<file path="src/rtl/ipv4_fragment_reassembly_tracker_macros.svh">
// Assertion macros shared by the tracker RTL.
// Each macro expects signals named clk and rst in the scope where it is used.
`ifndef IPV4_FRAGMENT_REASSEMBLY_TRACKER_MACROS_SVH
`define IPV4_FRAGMENT_REASSEMBLY_TRACKER_MACROS_SVH

// Consequence must hold in the same cycle as the antecedent.
`define IFRT_ASSERT_NOW(lbl, ante, cons, msg) \
  lbl: assert property (@(posedge clk) disable iff (rst) (ante) |-> (cons)) \
    else $error(msg);

// Consequence must hold in the cycle after the antecedent.
`define IFRT_ASSERT_NEXT(lbl, ante, cons, msg) \
  lbl: assert property (@(posedge clk) disable iff (rst) (ante) |=> (cons)) \
    else $error(msg);

`endif

</file>
<file path="src/rtl/ifrt_pkg.sv">
// Package for the IPv4 fragment reassembly tracker: codes, item type, hash step.
// No dependencies.
`timescale 1ns / 1ps

package ifrt_pkg;

  // Widest bucket index over the supported bucket counts.
  localparam int BKT_W = 12;

  localparam logic CMD_FRAGMENT = 1'b0;
  localparam logic CMD_TICK     = 1'b1;

  localparam logic [0:0] REG_TIMEOUT = 1'd0;
  localparam logic [0:0] REG_MAX_LEN = 1'd1;

  // Bit positions in the flow marks.
  localparam int MARK_FIRST = 0;
  localparam int MARK_LAST  = 1;
  localparam int MARK_DONE  = 2;

  localparam logic [31:0] HASH_INIT  = 32'hdeadbeef + 32'd12;
  localparam int          HASH_STEPS = 7;
  localparam int          MOD_BITS   = 4;
  localparam int          MOD_CYCLES = 32 / MOD_BITS;

  typedef enum logic [2:0] {
    ST_CACHED    = 3'd0,
    ST_COMPLETE  = 3'd1,
    ST_DROPPED   = 3'd2,
    ST_NO_ROOM   = 3'd3,
    ST_OVERSIZE  = 3'd4,
    ST_TICK_DONE = 3'd5
  } status_t;

  typedef struct packed {
    logic             command;
    logic [31:0]      src_addr;
    logic [31:0]      dst_addr;
    logic [15:0]      datagram_id;
    logic [15:0]      byte_offset;
    logic [15:0]      payload_len;
    logic             more_fragments;
    logic [5:0]       header_len;
    logic [BKT_W-1:0] bucket;
  } item_t;

  typedef struct packed {
    logic [31:0] a;
    logic [31:0] b;
    logic [31:0] c;
  } hash_t;

  typedef enum logic [1:0] {F_IDLE, F_HASH, F_MOD, F_PUSH} front_state_t;

  typedef enum logic [3:0] {
    B_IDLE, B_TICK_RD, B_TICK_CHK, B_WAY_RD, B_WAY_CHK, B_DECIDE, B_PLACE,
    B_SCAN_RD, B_SCAN_CHK, B_CHECK, B_SHIFT, B_SHIFT_WR, B_UPDATE, B_FINISH,
    B_WRITE_REC, B_RESULT
  } back_state_t;

  function automatic logic [31:0] rotl(input logic [31:0] x, input int k);
    return (x << k) | (x >> (32 - k));
  endfunction

  // One mixing step of the three-word final mix.
  function automatic hash_t hash_step(input hash_t h, input logic [2:0] step);
    hash_t r;
    r = h;
    case (step)
      3'd0: r.c = (h.c ^ h.b) - rotl(h.b, 14);
      3'd1: r.a = (h.a ^ h.c) - rotl(h.c, 11);
      3'd2: r.b = (h.b ^ h.a) - rotl(h.a, 25);
      3'd3: r.c = (h.c ^ h.b) - rotl(h.b, 16);
      3'd4: r.a = (h.a ^ h.c) - rotl(h.c, 4);
      3'd5: r.b = (h.b ^ h.a) - rotl(h.a, 14);
      3'd6: r.c = (h.c ^ h.b) - rotl(h.b, 24);
      default: r = h;
    endcase
    return r;
  endfunction

endpackage

</file>
<file path="src/rtl/ifrt_front.sv">
// Front part of the tracker: accepts words, hashes the flow key, picks the bucket.
// Depends on ifrt_pkg.
`timescale 1ns / 1ps

module ifrt_front #(
  parameter int BUCKETS = 64
) (
  input  logic          clk,
  input  logic          rst,
  input  logic          in_valid,
  output logic          in_ready,
  input  logic          command,
  input  logic [31:0]   src_addr,
  input  logic [31:0]   dst_addr,
  input  logic [15:0]   datagram_id,
  input  logic [15:0]   byte_offset,
  input  logic [15:0]   payload_len,
  input  logic          more_fragments,
  input  logic [5:0]    header_len,
  output logic          push,
  output ifrt_pkg::item_t push_item,
  input  logic          full
);
  import ifrt_pkg::*;

  localparam int RW = $clog2(BUCKETS) + 2;

  front_state_t fstate, fstate_next;
  item_t        item;
  hash_t        hash;
  logic [2:0]   step;
  logic [2:0]   mod_cnt;
  logic [RW-1:0] rem, rem_next;
  logic [RW-1:0] r_work;
  logic [31:0]  d_work;

  // Restoring remainder of hash.c by BUCKETS, taking MOD_BITS dividend bits per step.
  always_comb begin
    r_work = rem;
    d_work = hash.c;
    for (int j = 0; j < MOD_BITS; j++) begin
      r_work = {r_work[RW-2:0], d_work[31]};
      d_work = d_work << 1;
      if (r_work >= RW'(BUCKETS)) begin
        r_work = r_work - RW'(BUCKETS);
      end
    end
    rem_next = r_work;
  end

  always_comb begin
    fstate_next = fstate;
    unique case (fstate)
      F_IDLE: begin
        if (in_valid) begin
          fstate_next = (command == CMD_TICK) ? F_PUSH : F_HASH;
        end
      end
      F_HASH: begin
        if (step == 3'(HASH_STEPS - 1)) fstate_next = F_MOD;
      end
      F_MOD: begin
        if (mod_cnt == 3'(MOD_CYCLES - 1)) fstate_next = F_PUSH;
      end
      F_PUSH: begin
        if (!full) fstate_next = F_IDLE;
      end
      default: fstate_next = F_IDLE;
    endcase
  end

  always_comb begin
    in_ready  = (fstate == F_IDLE);
    push      = (fstate == F_PUSH) && !full;
    push_item = item;
  end

  always_ff @(posedge clk) begin
    if (rst) begin
      fstate <= F_IDLE;
    end else begin
      fstate <= fstate_next;
    end
  end

  always_ff @(posedge clk) begin
    case (fstate)
      F_IDLE: begin
        if (in_valid) begin
          item.command        <= command;
          item.src_addr       <= src_addr;
          item.dst_addr       <= dst_addr;
          item.datagram_id    <= datagram_id;
          item.byte_offset    <= byte_offset;
          item.payload_len    <= payload_len;
          item.more_fragments <= more_fragments;
          item.header_len     <= header_len;
          item.bucket         <= '0;
          hash.a <= src_addr + HASH_INIT;
          hash.b <= dst_addr + HASH_INIT;
          hash.c <= {16'd0, datagram_id} + HASH_INIT;
          step   <= '0;
        end
      end
      F_HASH: begin
        hash    <= hash_step(hash, step);
        step    <= step + 3'd1;
        rem     <= '0;
        mod_cnt <= '0;
      end
      F_MOD: begin
        rem     <= rem_next;
        hash.c  <= hash.c << MOD_BITS;
        mod_cnt <= mod_cnt + 3'd1;
        if (mod_cnt == 3'(MOD_CYCLES - 1)) begin
          item.bucket <= BKT_W'(rem_next);
        end
      end
      default: begin
      end
    endcase
  end

endmodule

</file>
<file path="config.mk">
export PLATFORM = sky130hd
export DESIGN_NAME = ifrt_front
export DESIGN_NICKNAME = d
export VERILOG_FILES = /design/src/rtl/ipv4_fragment_reassembly_tracker_macros.svh /design/src/rtl/ifrt_pkg.sv /design/src/rtl/ifrt_front.sv
export SDC_FILE = /design/constraint.sdc
export NUM_CORES = 1
export LEC_CHECK = 0
export ABC_AREA = 1
export BUFFER_PORTS_ARGS = -buffer_cell sky130_fd_sc_hd__buf_4
export CORE_MARGIN = 3
export CORE_UTILIZATION = 59
export DETAILED_ROUTE_END_ITERATION = 10
export PLACE_DENSITY = 0.81
export SLEW_MARGIN = 20
export SYNTH_ARGS = -nofsm -noshare
export SYNTH_HDL_FRONTEND = slang
export SYNTH_SLANG_ARGS = --single-unit
</file>
<file path="constraint.sdc">
create_clock -name clk -period 9.5 [get_ports clk]
set_clock_uncertainty 0.2 [all_clocks]
set_input_delay 2.85 -clock clk [delete_from_list [all_inputs] [get_ports clk]]
set_output_delay 2.85 -clock clk [all_outputs]
set_load 0.05 [all_outputs]
</file>
==> results by group <==
STA
  – Tightest Pin Transition: a little under 1 ns
  – RSZ-0062 raised after global routing: false
  – Final period utilization: 0.668
  – Number of endpoints failing setup at the final stage: 0
  – Final min period: 6.35 ns
  – Final Hold Vio Count: 0
  – Max Slew Vio Count: 0
  – Max_slew headroom: 0.348
  – Final setup margin: 3.15 ns
  – Fmax: 158 MHz
  – Setup_tns: 0 ns

Floorplanning
  – Starting Density: 0.603
  – Row count: between 60 and 70
  – Core ar.: 32800 µm²
  – Die Y: between 150 and 200 µm
  – Total die area: 35800 µm²
  – Io pins: 258
  – Die X: 189 µm

Setup path
  – Critical Path Fanout Max: 2
  – Req. time, crit path: 6.45 ns
  – Worst r2r src: step[0]
  – Worst path max stage delay: 0.21 ns
  – Crit-path cells: buf_4, nor2_1, buf_4
  – Startpoint types: primary input
  – Critical path startpoint: full
  – Arr. time, crit path: 3.30 ns
  – Top delay family on crit path: buffers and inverters
  – Slowest CP cell: buf_4
  – Sum of buffers and inverters on the critical path: 2
  – Setup crit end kind: primary output
  – Most common cell on crit path: buf_4
  – Type of the worst setup path: primary input to primary output

Global routing
  – Initial antenna violation count: 0
  – First-pass GRT wire length: around 110 mm
  – Vias in the first global route: just under 20k
  – Largest net degree at the start of global routing: 79
  – Total gr overflow: 0
  – Total GRT Usage: 0.378

Outcome
  – Status: finished, final reports clean

Synth
  – Synthesized area: 19800 µm²
  – Top area cells in the synthesized netlist: edfxtp_1 36%, nand2_1 13%, ha_1 7.0%
  – Ys flop type: edfxtp_1
  – FF+latch count, synth: 239
  – Post-Synth XOR/XNOR Area: 0.0545
  – Count of different cell masters after synthesis: 56
  – Post-synthesis instance total: 2709
  – Largest family of logic cells by synthesized area: simple AND/OR/NAND/NOR gates
  – Synth area leader: edfxtp_1
  – Ys Warns: 0
  – Synth Area in Adders: 0.0726
  – Async S/R FF share, synth: 0
  – Simple-gate portion of the synthesized area: 0.273
  – Mux contribution to synthesized area: 0.0152
  – Compound-Gate Fraction of Synth Area: 0.144
  – Syn Area/Cell: roughly 7.3 µm²
  – Area share of the largest cell type after synthesis: 0.360
  – Register area share after synthesis: 0.362
  – Number of synthesized flops with an enable pin: 237

Run
  – Max-cap viol count: 0

Cells and area
  – Commonest non-fill, non-tap cell in the layout: nand2_1
  – Filler instances: 2771
  – Leading cell types in the layout, fill and taps excluded: 700 x nand2_1, 318 x inv_1, 262 x buf_4
  – Layout cell share with drive strength beyond 1: 0.133
  – Nets@finish: 3191
  – Area growth, synth to finish: 16.2%
  – Inserted Diodes: 0

Route
  – Via/cell ratio: ~6.0
  – Routed len/inst: 20.3 µm
  – Routed wire length: 69.4 mm
  – Total number of vias: 20.6k
  – DR pass1 iterations: 7
  – Initial drt markers: 2727
  – Drc violations: 0
  – Final ANT Viol Nets: 0

Place
  – Pre-CTS WS: about 3.2 ns
  – Port-buffer cells: 253
  – GP Congestion: 1.06
  – Hpwl dp: 53.7 mm

Clock network
  – Inserted Clock Buffers: 27
  – Root Driver: clkbuf_16
  – # resized after CTS: 0
  – Clock latency on the worst-skew pair: 0.58 ns
  – H-tree depth: 1
  – # Post-CTS Setup Buffers: 0
  – Worst-path clk slew: ~0.060 ns
  – Clk sinks: 239
  – Hold_buf cts: 0
  – CTS tree: yes
  – Clock buffer depth: 3

Worst hold path
  – Hold_sp: rem[1]
  – Hold WC Path Type: register to register
## cell families after synthesis
group | after synthesis
AOI/OAI and AO/OA | 517
xor gates and xnor gates | 123
adders and majority gates | 113
buffers and inverters | 410
DFF | 239
muxes | 30
other | 1
and+or+nand+nor | 1276
## worst register-to-register path, stage by stage, from the launching register on
cell and delay (ns):
edfxtp_1 0.40, inv_1 0.09, ha_1 0.24, nand2_2 0.47, nand2_4 0.41, inv_2 0.35, nor3_1 0.07, a221oi_1 0.51
ha_1 0.41, nand2_1 0.16, inv_1 0.05, a21oi_1 0.20, nand2_1 0.15, nand2_1 0.09, nand2_1 0.09, nand3_1 0.17
nand3_1 0.10, nand3_1 0.10, nand2_1 0.06
## sequential cells by signal (all words and copies together), names as in the netlist
name	flops
d_work	28
fstate	2
hash	68
mod_cnt	3
push_item	128
rem	7
step	3
## final timing paths
path / end / slack, ns / depth (start not counted)
worst min-delay path: push_item[5] / 0.39 / 2
worst min register to register: push_item[5] / 0.39 / 2
worst max register to register: hash[28] / 4.95 / 18
worst max-delay path: push / 3.15 / 3
## final cells by class
cell class / instances / area (µm²) / share of cell area
clock inverters: 11 / 76.3 / 0.00332
inverters: 360 / 1350 / 0.0589
multi-input cells: 2063 / 11100 / 0.484
well taps: 442 / 553 / 0.0241
repair buffers: 263 / 1980 / 0.0862
clock buffers: 35 / 746 / 0.0324
flip-flops and latches: 239 / 7160 / 0.311
## layer usage
layer / routed length, µm / vias to the layer above / track usage
li1: - / 9621 / -
met1: 26600 / 9488 / 0.506
met2: 30900 / 1272 / 0.597
met3: 8690 / 221 / 0.0802
met4: 3210 / 0 / 0.160
met5: 0 / - / 0
## metrics by stage
step           instance area [µm²]  hold WS, ns   util  instances
6_report                     23000        0.386  0.701       3413
5_1_grt                      23000        0.421  0.701       3413
4_1_cts                      23000        0.380  0.701       3412
3_5_place_dp                 22100        0.362  0.675       3366
3_3_place_gp                 22100        0.345  0.675       3366
2_1_floorplan                19800        0.314      -       2712
## cell usage after synthesis (4+ instances only)
cell type,count
mux2i_1,30
buf_1,5
buf_4,4
edfxtp_1,237
xnor2_1,13
and3_1,4
nand4_1,33
nor2_4,4
nand2_1,700
nor2_2,14
nor3_1,39
o21bai_1,12
a31oi_1,12
inv_1,319
o221ai_1,22
nor2_1,258
xor2_1,110
nand3_1,175
a221oi_1,4
nand2_2,13
nor4_1,5
o21ai_1,37
o21ai_2,7
ha_1,110
clkbuf_1,25
buf_2,15
o21ai_0,179
a211oi_1,4
nand3b_1,15
a21oi_1,209
inv_2,38
a21o_1,4
o22ai_1,11
Power is left out: the tool's default activity adds up to more than one toggle a clock period on the data nets, which glitch-free logic cannot reach.
