`config.mk`:
```
export PLATFORM = sky130hd
export DESIGN_NAME = ifrt_queue
export DESIGN_NICKNAME = d
export VERILOG_FILES = /design/src/rtl/ipv4_fragment_reassembly_tracker_macros.svh /design/src/rtl/ifrt_pkg.sv /design/src/rtl/ifrt_queue.sv
export SDC_FILE = /design/constraint.sdc
export NUM_CORES = 1
export LEC_CHECK = 0
export ABC_AREA = 1
export BUFFER_PORTS_ARGS = -buffer_cell sky130_fd_sc_hd__buf_2
export CAP_MARGIN = 20
export CELL_PAD_IN_SITES_DETAIL_PLACEMENT = 2
export CELL_PAD_IN_SITES_GLOBAL_PLACEMENT = 2
export CORE_MARGIN = 1.5
export CORE_UTILIZATION = 35
export DETAILED_ROUTE_END_ITERATION = 7
export PLACE_DENSITY_LB_ADDON = 0.1
export RECOVER_POWER = 100
export SYNTH_ARGS = -nofsm -noshare
export SYNTH_HDL_FRONTEND = slang
export SYNTH_SLANG_ARGS = --single-unit
```
`constraint.sdc`:
```
create_clock -name clk -period 6.5 [get_ports clk]
set_clock_uncertainty 0.15 [all_clocks]
set_input_delay 0.325 -clock clk [delete_from_list [all_inputs] [get_ports clk]]
set_output_delay 0.325 -clock clk [all_outputs]
set_load 0.005 [all_outputs]
```
`src/rtl/ipv4_fragment_reassembly_tracker_macros.svh`:
```
// Assertion macros shared by the tracker RTL.
// Each macro expects signals named clk and rst in the scope where it is used.
`ifndef IPV4_FRAGMENT_REASSEMBLY_TRACKER_MACROS_SVH
`define IPV4_FRAGMENT_REASSEMBLY_TRACKER_MACROS_SVH

// Consequence must hold in the same cycle as the antecedent.
`define IFRT_ASSERT_NOW(lbl, ante, cons, msg) \
  lbl: assert property (@(posedge clk) disable iff (rst) (ante) |-> (cons)) \
    else $error(msg);

// Consequence must hold in the cycle after the antecedent.
`define IFRT_ASSERT_NEXT(lbl, ante, cons, msg) \
  lbl: assert property (@(posedge clk) disable iff (rst) (ante) |=> (cons)) \
    else $error(msg);

`endif

```
`src/rtl/ifrt_pkg.sv`:
```
// Package for the IPv4 fragment reassembly tracker: codes, item type, hash step.
// No dependencies.
`timescale 1ns / 1ps

package ifrt_pkg;

  // Widest bucket index over the supported bucket counts.
  localparam int BKT_W = 12;

  localparam logic CMD_FRAGMENT = 1'b0;
  localparam logic CMD_TICK     = 1'b1;

  localparam logic [0:0] REG_TIMEOUT = 1'd0;
  localparam logic [0:0] REG_MAX_LEN = 1'd1;

  // Bit positions in the flow marks.
  localparam int MARK_FIRST = 0;
  localparam int MARK_LAST  = 1;
  localparam int MARK_DONE  = 2;

  localparam logic [31:0] HASH_INIT  = 32'hdeadbeef + 32'd12;
  localparam int          HASH_STEPS = 7;
  localparam int          MOD_BITS   = 4;
  localparam int          MOD_CYCLES = 32 / MOD_BITS;

  typedef enum logic [2:0] {
    ST_CACHED    = 3'd0,
    ST_COMPLETE  = 3'd1,
    ST_DROPPED   = 3'd2,
    ST_NO_ROOM   = 3'd3,
    ST_OVERSIZE  = 3'd4,
    ST_TICK_DONE = 3'd5
  } status_t;

  typedef struct packed {
    logic             command;
    logic [31:0]      src_addr;
    logic [31:0]      dst_addr;
    logic [15:0]      datagram_id;
    logic [15:0]      byte_offset;
    logic [15:0]      payload_len;
    logic             more_fragments;
    logic [5:0]       header_len;
    logic [BKT_W-1:0] bucket;
  } item_t;

  typedef struct packed {
    logic [31:0] a;
    logic [31:0] b;
    logic [31:0] c;
  } hash_t;

  typedef enum logic [1:0] {F_IDLE, F_HASH, F_MOD, F_PUSH} front_state_t;

  typedef enum logic [3:0] {
    B_IDLE, B_TICK_RD, B_TICK_CHK, B_WAY_RD, B_WAY_CHK, B_DECIDE, B_PLACE,
    B_SCAN_RD, B_SCAN_CHK, B_CHECK, B_SHIFT, B_SHIFT_WR, B_UPDATE, B_FINISH,
    B_WRITE_REC, B_RESULT
  } back_state_t;

  function automatic logic [31:0] rotl(input logic [31:0] x, input int k);
    return (x << k) | (x >> (32 - k));
  endfunction

  // One mixing step of the three-word final mix.
  function automatic hash_t hash_step(input hash_t h, input logic [2:0] step);
    hash_t r;
    r = h;
    case (step)
      3'd0: r.c = (h.c ^ h.b) - rotl(h.b, 14);
      3'd1: r.a = (h.a ^ h.c) - rotl(h.c, 11);
      3'd2: r.b = (h.b ^ h.a) - rotl(h.a, 25);
      3'd3: r.c = (h.c ^ h.b) - rotl(h.b, 16);
      3'd4: r.a = (h.a ^ h.c) - rotl(h.c, 4);
      3'd5: r.b = (h.b ^ h.a) - rotl(h.a, 14);
      3'd6: r.c = (h.c ^ h.b) - rotl(h.b, 24);
      default: r = h;
    endcase
    return r;
  endfunction

endpackage

```
`src/rtl/ifrt_queue.sv`:
```
// Two-entry queue of classified words between the front and back parts.
// Depends on ifrt_pkg.
`timescale 1ns / 1ps

module ifrt_queue (
  input  logic            clk,
  input  logic            rst,
  input  logic            push,
  input  ifrt_pkg::item_t push_item,
  output logic            full,
  input  logic            pop,
  output ifrt_pkg::item_t pop_item,
  output logic            empty
);
  import ifrt_pkg::*;

  item_t      slots [2];
  logic       wptr, rptr;
  logic [1:0] count;

  assign full     = (count == 2'd2);
  assign empty    = (count == 2'd0);
  assign pop_item = slots[rptr];

  always_ff @(posedge clk) begin
    if (push) begin
      slots[wptr] <= push_item;
    end
  end

  always_ff @(posedge clk) begin
    if (rst) begin
      wptr  <= 1'b0;
      rptr  <= 1'b0;
      count <= 2'd0;
    end else begin
      if (push) wptr <= ~wptr;
      if (pop)  rptr <= ~rptr;
      case ({push, pop})
        2'b10:   count <= count + 2'd1;
        2'b01:   count <= count - 2'd1;
        default: count <= count;
      endcase
    end
  end

endmodule

```
==> results of run 1 <==
[logic make-up after synthesis]
kind of cell | after synthesis | synth area share
and+or+nand+nor | 17 | 0.00670
AOI/OAI and AO/OA | 2 | 0.000992
muxes | 132 | 0.177
buffers and inverters | 22 | 0.0166
DFF | 269 | 0.796
adders and majority gates | 1 | 0.00124
xor gates and xnor gates | 1 | 0.000869
[repair_timing]
action	CTS	global route
gates resized for setup	0	0
hold endpoints to repair	269	0
hold buffers	136	0
[cells in the mapped netlist]
| library cell | number |
|---|---|
| xnor2_1 | 1 |
| edfxtp_1 | 264 |
| nor3_1 | 1 |
| nand2_1 | 5 |
| nand4_1 | 1 |
| dfxtp_1 | 5 |
| buf_8 | 1 |
| mux2_2 | 52 |
| a21oi_1 | 1 |
| buf_6 | 9 |
| o21ai_0 | 1 |
| mux2_4 | 80 |
| ha_1 | 1 |
| buf_2 | 5 |
| nor2_1 | 10 |
| inv_1 | 7 |
[cells in the final DEF (no fill, tap or decap), types with 5 or more instances in the layout]
cell type | netlist | final
inv_1 | 7 | 6
edfxtp_1 | 264 | 264
clkbuf_1 | 0 | 153
mux2_2 | 52 | 44
mux2_1 | 0 | 87
clkbuf_16 | 0 | 31
nor2_1 | 10 | 10
buf_2 | 5 | 117
dfxtp_1 | 5 | 5
clkinv_2 | 0 | 5
nand2_1 | 5 | 5
clkinv_1 | 0 | 5
dlygate4sd3_1 | 0 | 136
[metal layers]
layer  vias up  track usage  wire length [microns]
met5         -            0                      0
met4         0       0.0355                    442
met3        34       0.0457                   1660
met2       198        0.294                  12700
met1      2823        0.191                   9920
li1       2609            -                      -
[where the power goes]
part	switching (mW)	internal (mW)
Clock	0.653	1.07
Combinational	0.196	0.201
Sequential	0.0332	2.01
Total	0.882	3.28
[flip-flops by register name, summed over array words and instances, names as in the netlist, named ones only]
signal and cells:
count 2, rptr 1, slots 264, wptr 1
[final timing paths]
| kind | startpoint | end | depth (start not counted) |
|---|---|---|---|
| worst min-delay path | push_item[15] | slots[0][15] | 2 |
| worst max register to register | wptr | slots[1][57] | 3 |
| worst min register to register | wptr | wptr | 2 |
| worst max-delay path | push | slots[1][57] | 5 |
[layout make-up]
class | count | share of cell area
sequential | 269 | 0.586
timing repair buffer | 408 | 0.187
multi-input combinational | 153 | 0.116
clock buffer | 42 | 0.0625
tap | 378 | 0.0345
clock inverter | 14 | 0.0120
inverter | 7 | 0.00228
antenna | 1 | 0.000183
==> impl_results.md, run 1 <==
- Mapped Nets: 581
- RSZ-0062 raised after global routing: false
- Setup violators final: 0
- Synth top area cells: edfxtp_1 (79%), mux2_4 (12%), mux2_2 (5.8%), buf_6 (1.0%), dfxtp_1 (0.99%)
- Pwr Density: 304 mW/mm^2
- Post-synthesis average cell area: 22.7 sq um
- Leak: 4.86 nW
- Die area: 0.0298 sq mm
- CTS tree: built
- Finished Layout Cells: ~1300
- Area of the core: 0.0281 sq mm
- Worst Tran Pin Value: 3.31 ns
- CP max-delay cell: clkbuf_1
- Number of I/O pins: 270
- Post-DRT Antenna Nets: 0
- 1st-iter DRT viols: 239
- Clk sinks: 269
- Setup Buffers After CTS: 0
- Reg area: 0.00803 sq mm
- Largest net degree at the start of global routing: 110
- # Max-Cap Violations: 3
- CTS Buffer Depth: 3
- Dpl cells: 1079
- WL/cell: 19.4 microns
- Area growth from synthesis to final layout: 36.0%
- Cell mode on critical path: clkbuf_1
- Critical path class: in -> reg
- Worst-path clk slew: 0.06 ns
- Slowest stage delay, CP: 2.38 ns
- Port Buffers: 269
- Fin Setup TNS: 0 ns
- Fin. Hold Viols: 0
- Worst Setup End Kind: register
- Initial antenna violation count: 1
- Cell taking the most area after synthesis: edfxtp_1
- Via/cell ratio: ~4.5
- Layout cell share with drive strength beyond 1: 0.239
- Die width: about 170 microns
- Std cell rows: 61
- PnR Total Power: ~4.2 mW
- Total Routed Length: approximately 25000 microns
- FMAX: 236 MHz
- R2r setup slk: ~2.4 ns
- First-pass DRT Iterations: 4
- Synthesized instance count: between 400 and 500
- Top cell type's share of synthesized area: 0.786
- Final Util: 0.488
- Drt drc: 0
- Worst skew pair latency: ~0.54 ns
- Final Max Tran Viols: 126
- Status: finished with violations
- CP Data Required Time: about 6.4 ns
- Top delay family on crit path: buffers and inverters
- H-Tree Depth: 1
- Vias in the first global route: between 6000 and 7000
- CP Launch Type: input port
- Library cells used by synthesis: 16
- Cell area after layout: roughly 0.014 sq mm
- Clock buffer count from CTS: 30
- Total grt overflow: 0
- Period utilisation layout: 0.652
- Final worst slack: 2.26 ns
- Max-slew headroom: -1.21
- Syn Std Cell Area: 0.0101 sq mm
- Multi-input logic area: 0.00159 sq mm
- Fin Hold WS: 0.356 ns
- Hold WC Path Type: in -> reg
- Violated checks: max-capacitance violations, max-slew violations
- Sequential area share after synthesis: 0.796
- Area after DPL: 0.0118 sq mm
- DR vias: 5664
- Worst IR Drop VDD: ~0.16 mV
- #FFs+latches synth: approximately 270
- CP cell instances: dlygate4sd3_1 > clkbuf_1 > nand2_1 > inv_6 > clkbuf_1
- Crit path buffers/inverters: 4
- First-pass GRT wire length: 37700 microns
- CP Max Fanout: 77
- Overall Global Routing Usage: 0.162
- Pre-CTS setup slack: 3.97 ns
- Worst endpoint data arrival time: between 4 and 5 ns
- Starting Density: 0.359
- CTS root buf: clkbuf_16
- Fin crit period: 4.24 ns
- Fillers: between 2000 and 3000
- Post-DP HPWL: 15100 microns
- Chip height: 173 microns
- Final nets: 1006
- RePlAce Congestion: 0.736
- Yosys warnings: 0
(Power assumes the default switching activity.)
==> run 2, diff against run 1 <==
Settings changed: CORE_UTILIZATION 35 to 38.
Clock period 6.5 ns to 4.15 ns, I/O delays scaled along.
==> run 2 against run 1 <==
Routed wire length rose by 4.7%. Largest cell class unchanged. Global-route usage rose by 2.3 points. Count of clock-buffer cells in the layout unchanged. The run still ends with max-capacitance violations, max-slew violations left. Critical endpoint is now pop_item[25]. Core utilization rose by 3.1 points.
==> impl_results.md, run 2 (synthesis results as in run 1) <==
- DR vias: 5704
- Vias in the first global route: 6642
- Final Max Tran Viols: 199
- CP max-delay cell: clkbuf_4
- FMAX: 324 MHz
- Fin. Hold Viols: 0
- Starting Density: 0.387
- CP cell instances: clkbuf_4 > mux2_2 > buf_2
- Pwr Density: 459 mW/mm^2
- First-pass GRT wire length: 38700 microns
- Worst Tran Pin Value: 1.88 ns
- Multi-input logic area: 0.00160 sq mm
- WL/cell: between 20 and 25 microns
- Largest Register: slots
- Worst IR Drop VDD: 0.264 mV
- Total Routed Length: 25800 microns
- Overall Global Routing Usage: 0.185
- Commonest non-fill, non-tap cell in the layout: edfxtp_1
- Clock buffer count from CTS: 30
- Area growth from synthesis to final layout: 34.1%
- Die width: 166 microns
- Via/cell ratio: 4.63
- Reg area: 0.00803 sq mm
- Max-slew headroom: -0.254
- Status: finished with violations
- CP Launch Type: register
- Clk sinks: around 270
- Setup violators final: 0
- Critical path class: reg -> out
- Max FFs per register: about 260
- Worst endpoint data arrival time: 2.73 ns
- Drt drc: 0
- Fin crit period: 3.09 ns
- Area of the core: 0.0261 sq mm
- Most frequent cells in the layout: edfxtp_1 (264), clkbuf_1 (154), dlygate4sd3_1 (136)
- CP Data Required Time: 3.79 ns
- Fin Setup TNS: 0 ns
- Hold WC Path Type: in -> reg
- Die area: around 0.028 sq mm
- CTS tree: built
- CTS root buf: clkbuf_16
- Leak: 4.81 nW
- H-Tree Depth: 1
- First-pass DRT Iterations: 4
- Number of I/O pins: 270
- RePlAce Congestion: approximately 0.75
- Period utilisation layout: 0.745
- # Max-Cap Violations: 3
- Chip height: between 150 and 200 microns
- CP Max Fanout: 61
- Worst-path clk slew: 0.06 ns
- RSZ-0062 raised after global routing: false
- Post-cts gate resize count: 0
- Fillers: approximately 2500
- Largest registers: slots: 264 flops, count: 2 flops
- Worst Setup End Kind: output port
- Worst skew pair latency: 0.53 ns
- Violated checks: max-capacitance violations, max-slew violations
- Initial antenna violation count: 3
- Final Util: 0.519
- Post-DRT Antenna Nets: 0
- Std cell rows: 59
- Post-DP HPWL: 16200 microns
- Port Buffers: between 200 and 300
- CTS Buffer Depth: 3
- Layout cell share with drive strength beyond 1: 0.241
- Largest net degree at the start of global routing: 71
- Hold Crit Depth: 2
- Reg2reg path depth: 3
- 1st-iter DRT viols: 259
- Total grt overflow: 0
- Slowest stage delay, CP: 0.87 ns
- Final nets: 1008
run 2: final timing paths:
check / from / end / slack (ns)
setup / recovery: register / pop_item[25] / 1.06
hold / removal: push_item[60] / slots[1][60] / 0.25
setup reg to reg: wptr / slots[1][12] / 1.11
hold reg to reg: wptr / wptr / 0.39
run 2: through the flow:
stage	worst slack (ns)	power (mW)	cells	cell area, sq um	hold slack (ns)
after floorplan	0.508	3.60	444	10100	0.130
after global placement	1.95	3.86	1038	11800	0.245
after detailed placement	1.88	3.90	1038	11800	0.249
after CTS	1.30	6.38	1230	14000	0.220
after global routing	0.871	6.45	1233	13500	0.227
final	1.06	6.20	1233	13500	0.252
run 2: what timing repair did:
| action | in CTS | in global routing |
|---|---|---|
| setup buffers | 0 | 0 |
| hold buffers | 136 | 0 |
| endpoints found under the hold margin | 269 | 0 |
run 2: critical path, delay by kind of cell, from the launching register on:
kind     cells  cell delay (ns)
buf+inv      2             1.00
mux          1             0.43
flops        1             0.68
run 2: area by class of cell:
cell class | count | area share
flip-flops and latches | 269 | 0.594
repair buffers | 410 | 0.189
multi-input cells | 153 | 0.118
clock buffers | 42 | 0.0604
well taps | 335 | 0.0310
clock inverters | 14 | 0.00435
inverters | 7 | 0.00231
diodes | 3 | 0.000555
run 2: power by group:
| part | internal (mW) | leakage, nW | switching, mW |
|---|---|---|---|
| Sequential | 3.15 | 2.52 | 0.0550 |
| Combinational | 0.313 | 1.86 | 0.312 |
| Clock | 1.36 | 0.429 | 1.01 |
| Total | 4.83 | 4.81 | 1.38 |
run 2: per-layer routing:
layer,global-route usage,share of wire,up-vias
met5,0,0,-
met4,0.0635,0.029,0
met3,0.0441,0.058,48
met2,0.332,0.52,216
met1,0.217,0.40,2827
li1,-,-,2613
==> run 3, diff against run 2 <==
Settings changed: ABC_AREA 1 to 0.
Clock period 4.15 ns to 3.14 ns, I/O delays scaled along.
==> run 3 against run 2 <==
Count of clock-buffer cells in the layout increased by 2. The flow now finishes without violations. Routed wire length shrank 1.1%. Combinational power up 43%. Synthesized cell count fell by 2.5%. Global-route usage is 0.60 points higher. Die area fell by 2.8%. Register-to-register slack lost 0.24 ns. Largest power group unchanged. Sequential cell count stayed put. Cell count fell by 1.2%. Sequential power increased by 33%. Sequential share of layout area barely moved. Critical endpoint is now pop_item[29].
==> impl_results.md, run 3 <==
- # Max-Cap Violations: 0
- Leak: 4.65 nW
- Pre-CTS setup slack: 1.18 ns
- Commonest non-fill, non-tap cell in the layout: edfxtp_1
- CP max-delay cell: dfxtp_4
- Die width: 163 microns
- #FFs+latches synth: approximately 270
- 1st-iter DRT viols: between 200 and 250
- Critical path class: reg -> out
- Chip height: 163 microns
- Period utilisation layout: 0.864
- Worst Setup End Kind: output port
- CTS tree: built
- Std cell rows: 58
- Status: complete, no violations
- Fin. Hold Viols: 0
- Post-synthesis average cell area: roughly 23 sq um
- Post-DP HPWL: 15500 microns
- H-Tree Depth: 1
- Synth cell count leaders: edfxtp_1 (264), mux2_2 (122), mux2_4 (10)
- Library cells used by synthesis: 16
- Die area: 0.0267 sq mm
- Clk sinks: 269
- Port Buffers: 269
- Final Max Tran Viols: 0
- Crit path buffers/inverters: 2
- Slowest stage delay, CP: just over 0.7 ns
- Top cell type's share of synthesized area: 0.810
- Mapped Nets: 570
- Fin crit period: 2.71 ns
- Clock buffer count from CTS: 29
- Total Routed Length: 25600 microns
- Starting Density: 0.388
- Cell taking the most area after synthesis: edfxtp_1
- First-pass DRT Iterations: 4
- CTS root buf: clkbuf_16
- Post-synthesis async set-or-reset flop share: 0
- Max-slew headroom: 0.0546
- Final nets: approximately 1000
- Largest net degree at the start of global routing: 84
- Most frequent cell after synthesis: edfxtp_1
- RePlAce Congestion: around 0.74
- Setup violators final: 0
- Post-synth EDFFs: 264
- Vias in the first global route: 6553
- Overall Global Routing Usage: 0.191
- Via/cell ratio: 4.61
- Total grt overflow: 0
- FMAX: 369 MHz
- Initial antenna violation count: 1
- Fin Setup TNS: 0 ns
- Yosys warnings: 0
- Worst IR Drop VDD: roughly 0.50 mV
- Worst endpoint data arrival time: 2.40 ns
- Post-cts gate resize count: 0
- CP Launch Type: register
- Dominant synthesized flop cell: edfxtp_1
- DR vias: 5610
- Largest registers: slots: 264 flops, count: 2 flops
- CP cell instances: clkbuf_4 > mux2_2 > clkbuf_1
- Worst Tran Pin Value: 1.42 ns
- Pwr Density: 626 mW/mm^2
- Number of I/O pins: 270
- WL/cell: 21.0 microns
- Worst skew pair latency: 0.54 ns
- Most frequent cells in the layout: edfxtp_1 (264), clkbuf_1 (209), dlygate4sd3_1 (135)
- Synth top area cells: edfxtp_1 (81%), mux2_2 (14%), mux2_4 (1.5%), buf_6 (1.0%), dfxtp_1 (1.0%)
- Hold WC Path Type: in -> reg
- CP Data Required Time: 2.83 ns
- Max FFs per register: around 260
- Layout cell share with drive strength beyond 1: 0.270
- Largest Register: slots
- Worst-path clk slew: around 0.060 ns
- Area of the core: between 0.02 and 0.03 sq mm
- Area growth from synthesis to final layout: 38.2%
- Synthesized instance count: 433
- Post-DRT Antenna Nets: 0
- Top delay family on crit path: flip-flops
- Sequential area share after synthesis: 0.820
- CTS Buffer Depth: 3
- Syn Std Cell Area: 0.00979 sq mm
- Drt drc: 0
- Final worst slack: between 0.4 and 0.5 ns
- First-pass GRT wire length: between 30000 and 40000 microns
- CP Max Fanout: 38
- RSZ-0062 raised after global routing: false
[run 3: power by group]
group	internal (mW)	switching, mW
Combinational	0.452	0.441
Sequential	4.20	0.0804
Clock	1.96	1.34
[run 3: area by class of cell]
class,count,area (sq um)
fillers,2373,11700
flip-flops and latches,269,8030
repair buffers,413,2560
multi-input cells,148,1590
clock buffers,44,822
well taps,330,413
clock inverters,10,98.8
diodes,3,7.51
inverters,1,3.75
[run 3: final timing paths]
check | from | endpoint | slack (ns) | depth (start not counted)
max | register | pop_item[29] | 0.43 | 3
min | push | count[0] | 0.11 | 5
max reg2reg | wptr | slots[0][34] | 0.87 | 2
min reg2reg | count[1] | count[1] | 0.40 | 2
[run 3: cells by family after synthesis]
group | count (synthesis) | share of synthesized area
flip-flops | 269 | 0.820
multiplexers | 132 | 0.156
buffers and inverters | 16 | 0.0138
XOR/XNOR | 4 | 0.00358
adder cells (fa/ha/maj) | 1 | 0.00128
AND/OR/NAND/NOR | 9 | 0.00447
AO/OA/AOI/OAI | 2 | 0.00102
[run 3: per-layer routing]
metal | GRT usage | vias to the layer above | wire (microns)
li1 | - | 2590 | -
met1 | 0.210 | 2795 | 9490
met2 | 0.360 | 195 | 13900
met3 | 0.0551 | 30 | 1760
met4 | 0.0446 | 0 | 426
met5 | 0 | - | 0
[run 3: repair_timing]
action | CTS | global route
endpoints found under the hold margin | 269 | 0
buffers inserted | 0 | 0
hold buffers | 135 | 0
[run 3: worst register-to-register path, cell delays in order, from the launching register on]
cell     delay (ns)
dfxtp_1        0.34
nor2_2         1.08
buf_12         0.35
[run 3: per-stage QoR]
stage	instances	power (mW)	util	cell area [sq um]	hold slack, ns
after CTS	1215	8.62	0.549	13900	0.0828
after global routing	1216	8.79	0.536	13500	0.135
after detailed placement	1026	5.18	0.459	11600	0.199
after global placement	1026	5.12	0.459	11600	0.194
after floorplan	433	4.74	-	9800	0.0761
final	1218	8.47	0.536	13500	0.107
